===== src/rtl/saxpy_nonfinite_clear_defines.svh =====
// Assertion macros shared by the SAXPY datapath modules.
// Needs nothing but a clock and an active-low reset in scope.
`ifndef SAXPY_NONFINITE_CLEAR_DEFINES_SVH
`define SAXPY_NONFINITE_CLEAR_DEFINES_SVH

// Implication checked at each rising clock edge, off during reset.
`define SNC_ASSERT_IMPL(label, clk, rst_n, ante, cons, msg) \
  label: assert property (@(posedge clk) disable iff (!rst_n) (ante) |-> (cons)) \
    else $error(msg);

// Implication whose consequent is checked in the cycle after the antecedent.
`define SNC_ASSERT_NEXT(label, clk, rst_n, ante, cons, msg) \
  label: assert property (@(posedge clk) disable iff (!rst_n) (ante) |=> (cons)) \
    else $error(msg);

`endif


===== src/rtl/snc_pkg.sv =====
// Package for the SAXPY datapath: float field widths, constants, helpers.
// Needs nothing; used by every module of the block.
`default_nettype none
package snc_pkg;
  localparam int unsigned ExpW  = 8;
  localparam int unsigned ManW  = 23;
  localparam int unsigned WordW = 32;
  localparam int unsigned SigW  = ManW + 1;
  localparam int unsigned ProdW = 2 * SigW;

  localparam logic [WordW-1:0] CanonNan = 32'h7FC0_0000;
  localparam logic [WordW-1:0] PosInf   = 32'h7F80_0000;

  // Multiplier-to-adder control bundle.
  typedef struct packed {
    logic                 pass;     // alpha is zero: result is y as given
    logic [WordW-1:0]     y;        // raw y (pass) or cleaned y
    logic                 nan;      // product is NaN
    logic                 inf;      // product is infinite
    logic                 zero;     // product is exactly zero
    logic                 sign;     // product sign
    logic signed [10:0]   exp;      // unbiased exponent of product bit 46
    logic [ProdW-1:0]     mant;     // raw 48-bit significand product
    logic                 last;
  } mul_to_add_t;

  // Unpacked operand: implicit bit restored, subnormal exponent fixed.
  function automatic logic [SigW-1:0] sig_of(input logic [WordW-1:0] b);
    sig_of = {(b[30:23] != '0), b[22:0]};
  endfunction

  function automatic logic [ExpW-1:0] exp_of(input logic [WordW-1:0] b);
    exp_of = (b[30:23] == '0) ? 8'd1 : b[30:23];
  endfunction

  function automatic logic is_nan(input logic [WordW-1:0] b);
    is_nan = (b[30:23] == '1) && (b[22:0] != '0);
  endfunction

  function automatic logic is_inf(input logic [WordW-1:0] b);
    is_inf = (b[30:23] == '1) && (b[22:0] == '0);
  endfunction

  // Count of leading zeros over a 28-bit word.
  function automatic logic [4:0] lzc28(input logic [27:0] v);
    logic [4:0] n;
    logic       found;
    n = 5'd28;
    found = 1'b0;
    for (int i = 27; i >= 0; i--) begin
      if (!found && v[i]) begin
        n = 5'(27 - i);
        found = 1'b1;
      end
    end
    lzc28 = n;
  endfunction
endpackage
`default_nettype wire


===== src/rtl/snc_stream_if.sv =====
// Valid/ready stream interface for the SAXPY block channels.
// Needs nothing; the payload width is a parameter.
`default_nettype none
interface snc_stream_if #(
  parameter int unsigned DataW = 33
);
  logic             valid;
  logic             ready;
  logic [DataW-1:0] data;

  modport source (output valid, output data, input ready);
  modport sink   (input valid, input data, output ready);
endinterface
`default_nettype wire


===== src/rtl/saxpy_nonfinite_clear.sv =====
// Top level of the streaming SAXPY block with non-finite y clearing.
// Needs snc_pkg, snc_stream_if, snc_mul, snc_add and the macros header.
//
// Computes clean(y) + alpha*x in single precision, one item per cycle while
// the output is not stalled. Stages from input transfer to output register: a
// multiply register, product rounding, align/add, normalize/round, then the
// output register. A stalled output holds the whole pipeline, and the input
// is ready whenever the output register is empty or being drained. Alpha
// of +-0 returns y unchanged; other NaN results come out as 0x7FC00000.
`default_nettype none
module saxpy_nonfinite_clear (
  input  wire logic        clk_i,
  input  wire logic        rst_ni,
  input  wire logic        cfg_we_i,
  input  wire logic [31:0] cfg_wdata_i,
  snc_stream_if.sink       in_if,
  snc_stream_if.source     out_if
);
  import snc_pkg::*;
  `include "saxpy_nonfinite_clear_defines.svh"

  logic [31:0] alpha_q;
  always_ff @(posedge clk_i or negedge rst_ni) begin
    if (!rst_ni) begin
      alpha_q <= '0;
    end else if (cfg_we_i) begin
      alpha_q <= cfg_wdata_i;
    end
  end

  // Pipeline advances whenever the output register is free or drains.
  logic        en;
  logic        m_vld, p_vld, p_last;
  logic [31:0] p_res;
  mul_to_add_t m_bus;
  logic        o_vld_q, o_last_q;
  logic [31:0] o_res_q;

  assign en = !o_vld_q || out_if.ready;
  assign in_if.ready = en;

  snc_mul u_mul (
    .clk_i, .rst_ni, .en_i(en), .vld_i(in_if.valid), .alpha_i(alpha_q),
    .x_i(in_if.data[64:33]), .y_i(in_if.data[32:1]), .last_i(in_if.data[0]),
    .vld_o(m_vld), .m_o(m_bus)
  );

  snc_add u_add (
    .clk_i, .rst_ni, .en_i(en), .vld_i(m_vld), .m_i(m_bus),
    .vld_o(p_vld), .res_o(p_res), .last_o(p_last)
  );

  // Output register.
  always_ff @(posedge clk_i or negedge rst_ni) begin
    if (!rst_ni) begin
      o_vld_q <= 1'b0;
    end else if (en) begin
      o_vld_q <= p_vld;
    end
  end

  always_ff @(posedge clk_i) begin
    if (en) begin
      o_res_q  <= p_res;
      o_last_q <= p_last;
    end
  end

  assign out_if.valid = o_vld_q;
  assign out_if.data  = {o_res_q, o_last_q};

  `SNC_ASSERT_NEXT(out_hold_chk, clk_i, rst_ni, out_if.valid && !out_if.ready, out_if.valid && $stable(out_if.data), "output changed in stall")
  `SNC_ASSERT_IMPL(rdy_chk, clk_i, rst_ni, !out_if.valid, in_if.ready, "stalled while output empty")
  `SNC_ASSERT_NEXT(cfg_chk, clk_i, rst_ni, cfg_we_i, alpha_q == $past(cfg_wdata_i), "alpha write lost")
endmodule
`default_nettype wire


===== src/rtl/snc_mul.sv =====
// Multiply stage: special-case decode and registered significand product.
// Needs snc_pkg.
`default_nettype none
module snc_mul (
  input  wire logic                     clk_i,
  input  wire logic                     rst_ni,
  input  wire logic                     en_i,
  input  wire logic                     vld_i,
  input  wire logic [31:0]              alpha_i,
  input  wire logic [31:0]              x_i,
  input  wire logic [31:0]              y_i,
  input  wire logic                     last_i,
  output      logic                     vld_o,
  output      snc_pkg::mul_to_add_t     m_o
);
  import snc_pkg::*;

  logic        vld_q;
  mul_to_add_t m_q, m_d;
  logic        a_zero, x_zero;

  // Decode operands and form the exact product.
  always_comb begin
    a_zero = (alpha_i[30:0] == '0);
    x_zero = (x_i[30:0] == '0);
    m_d.pass = a_zero;
    m_d.y    = a_zero ? y_i : ((y_i[30:23] == '1) ? '0 : y_i);
    m_d.nan  = is_nan(alpha_i) || is_nan(x_i) ||
               (is_inf(alpha_i) && x_zero) || (is_inf(x_i) && a_zero);
    m_d.inf  = is_inf(alpha_i) || is_inf(x_i);
    m_d.zero = a_zero || x_zero;
    m_d.sign = alpha_i[31] ^ x_i[31];
    // exponent of bit 46 of the product, unbiased
    m_d.exp  = 11'(signed'({3'b0, exp_of(alpha_i)})) +
               11'(signed'({3'b0, exp_of(x_i)})) - 11'sd254;
    m_d.mant = sig_of(alpha_i) * sig_of(x_i);
    m_d.last = last_i;
  end

  always_ff @(posedge clk_i or negedge rst_ni) begin
    if (!rst_ni) begin
      vld_q <= 1'b0;
    end else if (en_i) begin
      vld_q <= vld_i;
    end
  end

  always_ff @(posedge clk_i) begin
    if (en_i) begin
      m_q <= m_d;
    end
  end

  assign vld_o = vld_q;
  assign m_o   = m_q;
endmodule
`default_nettype wire


===== src/rtl/snc_add.sv =====
// Add stages: product rounding, alignment, add, normalize, final rounding.
// Needs snc_pkg and the assertion macros header.
`default_nettype none
module snc_add (
  input  wire logic                 clk_i,
  input  wire logic                 rst_ni,
  input  wire logic                 en_i,
  input  wire logic                 vld_i,
  input  wire snc_pkg::mul_to_add_t m_i,
  output      logic                 vld_o,
  output      logic [31:0]          res_o,
  output      logic                 last_o
);
  import snc_pkg::*;
  `include "saxpy_nonfinite_clear_defines.svh"

  // ---------------- stage A: round the product to single ----------------
  logic        pr_spec;
  logic [31:0] pr_bits;
  logic        pr_nan;
  logic [47:0] nm;
  logic [5:0]  lz;
  logic signed [11:0] e1, eb;
  logic [49:0] shv;
  logic [23:0] kept;
  logic        gbit, sbit, rinc;
  logic [24:0] rnd;
  logic [7:0]  ef;
  logic [47:0] tmp;
  logic [7:0]  rsh;

  always_comb begin
    // highest set bit wins: scan upward, last hit is the msb
    lz = '0;
    for (int i = 0; i < 48; i++) begin
      if (m_i.mant[i]) begin
        lz = 6'(47 - i);
      end
    end
    nm  = m_i.mant << lz;
    e1  = 12'(m_i.exp) + 12'sd1 - 12'(signed'({6'b0, lz}));  // msb exponent
    eb  = e1 + 12'sd127;
    tmp = nm;
    if (eb < 12'sd1) begin
      rsh = (12'sd1 - eb > 12'sd49) ? 8'd49 : 8'(12'sd1 - eb);
      shv = {tmp, 2'b00} >> rsh;
      sbit = |({tmp, 2'b00} & ~({50{1'b1}} << rsh));
      ef = 8'd0;
    end else begin
      rsh = '0;
      shv = {tmp, 2'b00};
      sbit = 1'b0;
      ef = eb[7:0];
    end
    kept = shv[49:26];
    gbit = shv[25];
    sbit = sbit | (|shv[24:0]);
    rinc = gbit & (sbit | kept[0]);
    rnd  = {1'b0, kept} + 25'(rinc);
    pr_spec = 1'b0;
    pr_nan  = m_i.nan;
    pr_bits = '0;
    if (m_i.nan) begin
      pr_spec = 1'b1;
    end else if (m_i.inf || (eb > 12'sd254)) begin
      pr_bits = {m_i.sign, PosInf[30:0]};
    end else if (m_i.zero) begin
      pr_bits = {m_i.sign, 31'b0};
    end else if (rnd[24]) begin
      pr_bits = (ef == 8'd254) ? {m_i.sign, PosInf[30:0]}
                               : {m_i.sign, ef + 8'd1, 23'b0};
    end else if (ef == 8'd0) begin
      pr_bits = {m_i.sign, (rnd[23] ? 8'd1 : 8'd0), rnd[22:0]};
    end else begin
      pr_bits = {m_i.sign, ef, rnd[22:0]};
    end
  end

  logic        a_vld_q;
  logic        a_pass_q, a_nan_q, a_last_q;
  logic [31:0] a_y_q, a_p_q;

  always_ff @(posedge clk_i or negedge rst_ni) begin
    if (!rst_ni) begin
      a_vld_q <= 1'b0;
    end else if (en_i) begin
      a_vld_q <= vld_i;
    end
  end

  always_ff @(posedge clk_i) begin
    if (en_i) begin
      a_pass_q <= m_i.pass;
      a_nan_q  <= pr_nan | pr_spec;
      a_last_q <= m_i.last;
      a_y_q    <= m_i.y;
      a_p_q    <= pr_bits;
    end
  end

  // ---------------- stage B: align and add ----------------
  logic        big_y;
  logic [31:0] ob, os;
  logic [7:0]  eb_b, es_b, dexp;
  logic [26:0] mb, ms, msh;
  logic        stk;
  logic [27:0] sum;
  logic        sub;
  logic        b_inf, b_nan;
  logic [31:0] b_spec;

  always_comb begin
    big_y = (a_y_q[30:0] >= a_p_q[30:0]);
    ob = big_y ? a_y_q : a_p_q;
    os = big_y ? a_p_q : a_y_q;
    eb_b = exp_of(ob);
    es_b = exp_of(os);
    dexp = eb_b - es_b;
    mb = {sig_of(ob), 3'b000};
    ms = {sig_of(os), 3'b000};
    if (dexp > 8'd26) begin
      msh = '0;
      stk = |ms;
    end else begin
      msh = ms >> dexp;
      stk = |(ms & ~({27{1'b1}} << dexp));
    end
    sub = ob[31] ^ os[31];
    sum = sub ? ({1'b0, mb} - {1'b0, msh[26:1], msh[0] | stk})
              : ({1'b0, mb} + {1'b0, msh[26:1], msh[0] | stk});
    b_nan = a_nan_q;
    b_inf = (a_p_q[30:23] == '1);
    b_spec = CanonNan;
    if (b_inf) begin
      b_spec = a_p_q;
    end
  end

  logic        b_vld_q, b_last_q, b_pass_q, b_special_q, b_sign_q, b_zsign_q;
  logic [31:0] b_res_q;
  logic [7:0]  b_exp_q;
  logic [27:0] b_sum_q;

  always_ff @(posedge clk_i or negedge rst_ni) begin
    if (!rst_ni) begin
      b_vld_q <= 1'b0;
    end else if (en_i) begin
      b_vld_q <= a_vld_q;
    end
  end

  always_ff @(posedge clk_i) begin
    if (en_i) begin
      b_last_q    <= a_last_q;
      b_pass_q    <= a_pass_q;
      b_special_q <= b_nan | b_inf;
      b_res_q     <= a_pass_q ? a_y_q : (b_nan ? CanonNan : b_spec);
      b_sign_q    <= ob[31];
      b_zsign_q   <= a_y_q[31] & a_p_q[31];
      b_exp_q     <= eb_b;
      b_sum_q     <= sum;
    end
  end

  // ---------------- stage C: normalize and round ----------------
  logic [4:0]  nlz;
  logic [27:0] nsum;
  logic signed [9:0] ne;
  logic [4:0]  sh;
  logic [23:0] k2;
  logic        g2, s2, inc2;
  logic [24:0] r2;
  logic [7:0]  fe;
  logic [31:0] c_res;

  always_comb begin
    nlz = lzc28(b_sum_q);
    // bit 27 is carry; the msb is shifted up to bit 27
    ne = 10'(signed'({2'b0, b_exp_q})) + 10'sd1 - 10'(signed'({5'b0, nlz}));
    if (ne < 10'sd1) begin
      sh = 5'(10'(signed'({2'b0, b_exp_q})) - 10'sd0);  // shift to exponent 1
      fe = 8'd0;
    end else begin
      sh = nlz;
      fe = ne[7:0];
    end
    nsum = b_sum_q << sh;
    k2 = nsum[27:4];
    g2 = nsum[3];
    s2 = |nsum[2:0];
    inc2 = g2 & (s2 | k2[0]);
    r2 = {1'b0, k2} + 25'(inc2);
    if (b_pass_q || b_special_q) begin
      c_res = b_res_q;
    end else if (b_sum_q == '0) begin
      c_res = {b_zsign_q, 31'b0};
    end else if (r2[24]) begin
      c_res = (fe >= 8'd254) ? {b_sign_q, PosInf[30:0]}
                             : {b_sign_q, fe + 8'd1, 23'b0};
    end else if (fe == 8'd0 || !r2[23]) begin
      c_res = {b_sign_q, 7'b0, r2[23], r2[22:0]};
    end else if (fe == 8'd255) begin
      c_res = {b_sign_q, PosInf[30:0]};
    end else begin
      c_res = {b_sign_q, fe, r2[22:0]};
    end
  end

  logic        c_vld_q, c_last_q;
  logic [31:0] c_res_q;

  always_ff @(posedge clk_i or negedge rst_ni) begin
    if (!rst_ni) begin
      c_vld_q <= 1'b0;
    end else if (en_i) begin
      c_vld_q <= b_vld_q;
    end
  end

  always_ff @(posedge clk_i) begin
    if (en_i) begin
      c_res_q  <= c_res;
      c_last_q <= b_last_q;
    end
  end

  assign vld_o  = c_vld_q;
  assign res_o  = c_res_q;
  assign last_o = c_last_q;

  `SNC_ASSERT_NEXT(a_adv_chk, clk_i, rst_ni, en_i && vld_i, a_vld_q, "stage A lost an item")
  `SNC_ASSERT_NEXT(b_hold_chk, clk_i, rst_ni, !en_i, $stable(b_vld_q), "stage B moved in stall")
  `SNC_ASSERT_IMPL(nan_chk, clk_i, rst_ni, c_vld_q && c_res_q[30:23] == 8'hFF && c_res_q[22:0] != '0 && !$past(b_pass_q), c_res_q == CanonNan, "non-canonical NaN")
endmodule
`default_nettype wire


===== src/flat_wrapper.sv =====
// flat-port wrapper written by rule: the top's interface ports become plain ports
module saxpy_nonfinite_clear_flat import snc_pkg::*;
  (clk_i, rst_ni, cfg_we_i, cfg_wdata_i, in_if_valid, in_if_data, in_if_ready, out_if_valid, out_if_data, out_if_ready);
  snc_stream_if #(.DataW(65)) in_if_i ();
  snc_stream_if #(.DataW(33)) out_if_i ();
  input  wire logic clk_i;
  input  wire logic rst_ni;
  input  wire logic cfg_we_i;
  input  wire logic [31:0] cfg_wdata_i;
  input wire logic [$bits(in_if_i.valid)-1:0] in_if_valid;
  input wire logic [$bits(in_if_i.data)-1:0] in_if_data;
  output wire logic [$bits(in_if_i.ready)-1:0] in_if_ready;
  output wire logic [$bits(out_if_i.valid)-1:0] out_if_valid;
  output wire logic [$bits(out_if_i.data)-1:0] out_if_data;
  input wire logic [$bits(out_if_i.ready)-1:0] out_if_ready;
  assign in_if_i.valid = in_if_valid;
  assign in_if_i.data = in_if_data;
  assign in_if_ready = in_if_i.ready;
  assign out_if_valid = out_if_i.valid;
  assign out_if_data = out_if_i.data;
  assign out_if_i.ready = out_if_ready;
  saxpy_nonfinite_clear u_core (.clk_i(clk_i), .rst_ni(rst_ni), .cfg_we_i(cfg_we_i), .cfg_wdata_i(cfg_wdata_i), .in_if(in_if_i), .out_if(out_if_i));
endmodule

===== config.mk =====
export PLATFORM = sky130hd
export DESIGN_NAME = saxpy_nonfinite_clear_flat
export DESIGN_NICKNAME = d
export VERILOG_FILES = /design/src/rtl/snc_pkg.sv /design/src/rtl/snc_stream_if.sv /design/src/rtl/saxpy_nonfinite_clear.sv /design/src/rtl/snc_mul.sv /design/src/rtl/snc_add.sv /design/src/flat_wrapper.sv
export VERILOG_INCLUDE_DIRS = /design/src /design/src/rtl
export SDC_FILE = /design/constraint.sdc
export NUM_CORES = 2
export LEC_CHECK = 0
export ABC_AREA = 1
export BUFFER_PORTS_ARGS = -buffer_cell sky130_fd_sc_hd__buf_2
export CAP_MARGIN = 20
export CELL_PAD_IN_SITES_DETAIL_PLACEMENT = 0
export CELL_PAD_IN_SITES_GLOBAL_PLACEMENT = 1
export CORE_MARGIN = 3
export CORE_UTILIZATION = 40
export CTS_BUF_LIST = sky130_fd_sc_hd__clkbuf_4
export CTS_CLUSTER_DIAMETER = 80
export DETAILED_ROUTE_END_ITERATION = 8
export PLACE_DENSITY = 0.82
export SYNTH_ARGS = -nofsm -noshare
export SYNTH_HDL_FRONTEND = slang
export SYNTH_SLANG_ARGS = --single-unit

===== constraint.sdc =====
create_clock -name clk_i -period 11.6 [get_ports clk_i]
set_input_delay 1.16 -clock clk_i [delete_from_list [all_inputs] [get_ports clk_i]]
set_output_delay 1.16 -clock clk_i [all_outputs]
set_load 0.01 [all_outputs]

==> key figures <==
Timing
  • Setup repair after global routing missed its margin: false
  • Final Cycle Share: 0.920
  • Setup violations, final: 0
  • Final hold vios: 0
  • Final Max Tran Viols: 0
  • Tmin final: 10.67 ns
  • Setup_tns: 0 ns
  • Worst-Margin Slew: about 1.2 ns
  • Max Fclk: 93.7 MHz
  • Clk_skew: 0.142 ns
  • Hold WS: around 0.29 ns
  • Slew margin rel.: 0.201

Logic synthesis
  • Mux cell area share after synthesis: 0.00558
  • Yosys reg bits: 339
  • Area fraction in compound gates after synthesis: 0.0938
  • Post-Synth Adder-Cell Area: 0.284
  • Syn_nets: 7566
  • Post-Synthesis Cell Area: 48400 um^2
  • Largest family of logic cells by synthesized area: adder cells
  • Register area share after synthesis: 0.206
  • Count of cell types in the netlist: 75
  • Synth Area in Simple Gates: 0.261
  • FFs w/ async S/R, synth: 0.109
  • Area share of the largest cell type after synthesis: 0.202
  • Fraction of synthesized cell area in xor and xnor cells: 0.0257
  • Number of synthesis warnings: 0
  • Syn_area_per_cell: around 7.3 um^2
  • Post-synth EDFFs: 302
  • Cell taking the most area after synthesis: fa_1
  • Top cells by area, synth: fa_1, edfxtp_1, nand2_1
  • Main synth FF type: edfxtp_1
  • Syn Inst Count: 6659

Drt
  • DR vias: around 45k
  • Drt first pass iters: 9
  • Remaining DRCs: 0
  • Final wirelength: 160000 um
  • Routed len/inst: 19.2 um
  • ANT nets after route: 0
  • Via-per-instance ratio: 5.38
  • Initial DRC Count: 4103

Cells and area
  • Layout area overhead: 6.91%
  • Commonest cells after routing, fill and taps aside: nand2_1, inv_1, nand3_1
  • Layout fillers: about 12k
  • Commonest non-fill, non-tap cell in the layout: nand2_1
  • Nets: about 7.5k
  • Multi-input gate area: 32500 um^2
  • Final Instance Count excl. Fillers: 8337
  • FF/Latch Area: 9990 um^2
  • Share of cells above drive strength 1: 0.0733
  • Final design utilization: 0.432

Clocking
  • CTS buffer count: 98
  • Latest clock arrival within the worst-skew pair: 1.07 ns
  • CTS Root Cell: clkbuf_4
  • Clock tree buffer depth: 3
  • Max H-tree Level: 3
  • Clock Sinks: approximately 340
  • Hold_buf cts: 0
  • CTS tree: done
  • Clk slew on worst S/H paths: 0.07 ns

Placement
  • GP Congestion: 0.984
  • Cells after DPL: ~8.1k
  • Post-DP HPWL: ~130000 um
  • IO Port Bufs: between 100 and 150

Critical path
  • CP max stage delay: 0.62 ns
  • CP startpoint kind: flop
  • Worst path slowest cell: o21ai_2
  • Worst-path fanout max: 17
  • CP most frequent cell: nand2_1
  • Crit Path Category: reg -> reg
  • Crit path DAT: 11.44 ns
  • Endpoint class of the critical path: flop
  • Req. time, crit path: 12.37 ns

GRT
  • Global-route wire length before repair: 253000 um
  • Largest net degree at the start of global routing: 172
  • Number of global-route vias before repair: 45.1k
  • Antenna violations before repair: 16
  • Congestion Overflow GR: 0
  • Total GRT Usage: 0.256

Die
  • Die width: 354 um
  • Core Box Area: 120000 um^2
  • Starting Density: 0.404
  • Num rows: 127
  • Die ar.: 125000 um^2
  • I/O pin total: 137
  • Die Y: around 350 um

Job
  • Total of max-cap violations: 0

Hold path
  • Hold Path Class: in -> async

Status
  • Status: completed
## per-layer routing
| layer | global-route usage | routed length (um) | vias to the layer above |
|---|---|---|---|
| li1 | - | - | 21200 |
| met4 | 0.0923 | 5450 | 2 |
| met2 | 0.419 | 74100 | 1752 |
| met5 | 0 | 13 | - |
| met3 | 0.0388 | 12200 | 304 |
| met1 | 0.344 | 68600 | 21600 |
## cells by family (layout without fill, tap and decap cells)
| family | after synthesis | after routing |
|---|---|---|
| buffers and inverters | 1570 | 1622 |
| AND/OR/NAND/NOR | 2983 | 2983 |
| AO/OA/AOI/OAI | 796 | 797 |
| adder cells (fa/ha/maj) | 805 | 805 |
| flip-flops | 339 | 339 |
| multiplexers | 25 | 25 |
| XOR/XNOR | 141 | 141 |
| other | 0 | 13 |
## repair_timing
| item | CTS | global route |
|---|---|---|
| setup buffers | 0 | 1 |
| endpoints found under the setup margin | 0 | 8 |
| hold endpoints to repair | 0 | 0 |
| resized for setup | 0 | 1 |
## path summary, 6_finish.rpt
kind	start	end	slack [ns]	cells past startpoint
setup / recovery	u_core.u_add.a_y_q[1]$_DFFE_PP_	u_core.u_add.b_sum_q[25]$_DFFE_PP_	0.93	65
hold / removal	rst_ni	u_core.alpha_q[2]$_DFFE_PN0P_	0.29	2
setup reg to reg	u_core.u_add.a_y_q[1]$_DFFE_PP_	u_core.u_add.b_sum_q[25]$_DFFE_PP_	0.93	65
hold reg to reg	u_core.u_mul.m_o[67]$_DFFE_PP_	u_core.u_add.a_y_q[3]$_DFFE_PP_	0.35	0
max in group asynchronous	rst_ni	u_core.u_add.vld_o$_DFFE_PN0P_	10.77	2
min in group clk_i	u_core.u_mul.m_o[67]$_DFFE_PP_	u_core.u_add.a_y_q[3]$_DFFE_PP_	0.35	0
## per-stage QoR
stage | setup slack (ns) | cell area (um^2)
after floorplan | 2.27 | 48400
after global placement | 0.920 | 50500
after detailed placement | 0.893 | 50500
after CTS | 0.737 | 51700
after global routing | 0.00662 | 51800
final | 0.926 | 51800
## cell usage after synthesis, drive strengths merged, types with 6 or more instances
cell / instances
xnor2: 32
o21ai: 391
o21bai: 10
a21oi: 202
buf: 73
mux2: 16
clkbuf: 276
edfxtp: 302
nand4: 80
fa: 488
a211oi: 12
mux2i: 9
a31oi: 29
nor2: 397
dfrtp: 37
nor4: 33
o211ai: 40
nand2: 1730
nand3: 659
xor2: 109
a21o: 6
nor3: 57
ha: 317
o31ai: 14
clkinv: 9
inv: 1212
or2: 10
o22ai: 38
o311ai: 8
o41ai: 6
## registers in the layout (all words and copies together), names as in the netlist, 8 cells and up
name / cells
u_core.u_mul.m_o: 96
u_core.alpha_q: 32
u_core.o_res_q: 32
u_core.u_add.a_p_q: 32
u_core.u_add.a_y_q: 32
u_core.u_add.b_res_q: 32
u_core.u_add.res_o: 32
u_core.u_add.b_sum_q: 28
u_core.u_add.b_exp_q: 8
## worst max-delay path, delay by kind of cell (launching register included)
kind,cells,cell delay (ns)
compound gates,22,3.75
flops,1,0.43
simple gates,31,4.25
buf+inv,6,0.65
fa+ha+maj,4,1.04
xor+xnor,2,0.20
## area by class of cell
class	count	share of cell area
Clock inverter	40	0.00423
Clock buffer	133	0.0193
Inverter	1221	0.0886
Timing Repair Buffer	228	0.0274
Antenna cell	13	0.000628
Tap cell	1612	0.0390
Multi-Input combinational cell	4751	0.628
Sequential cell	339	0.193
Power is not shown: default switching activity piles up to over one toggle a cycle in this logic, so the estimate is an artifact.
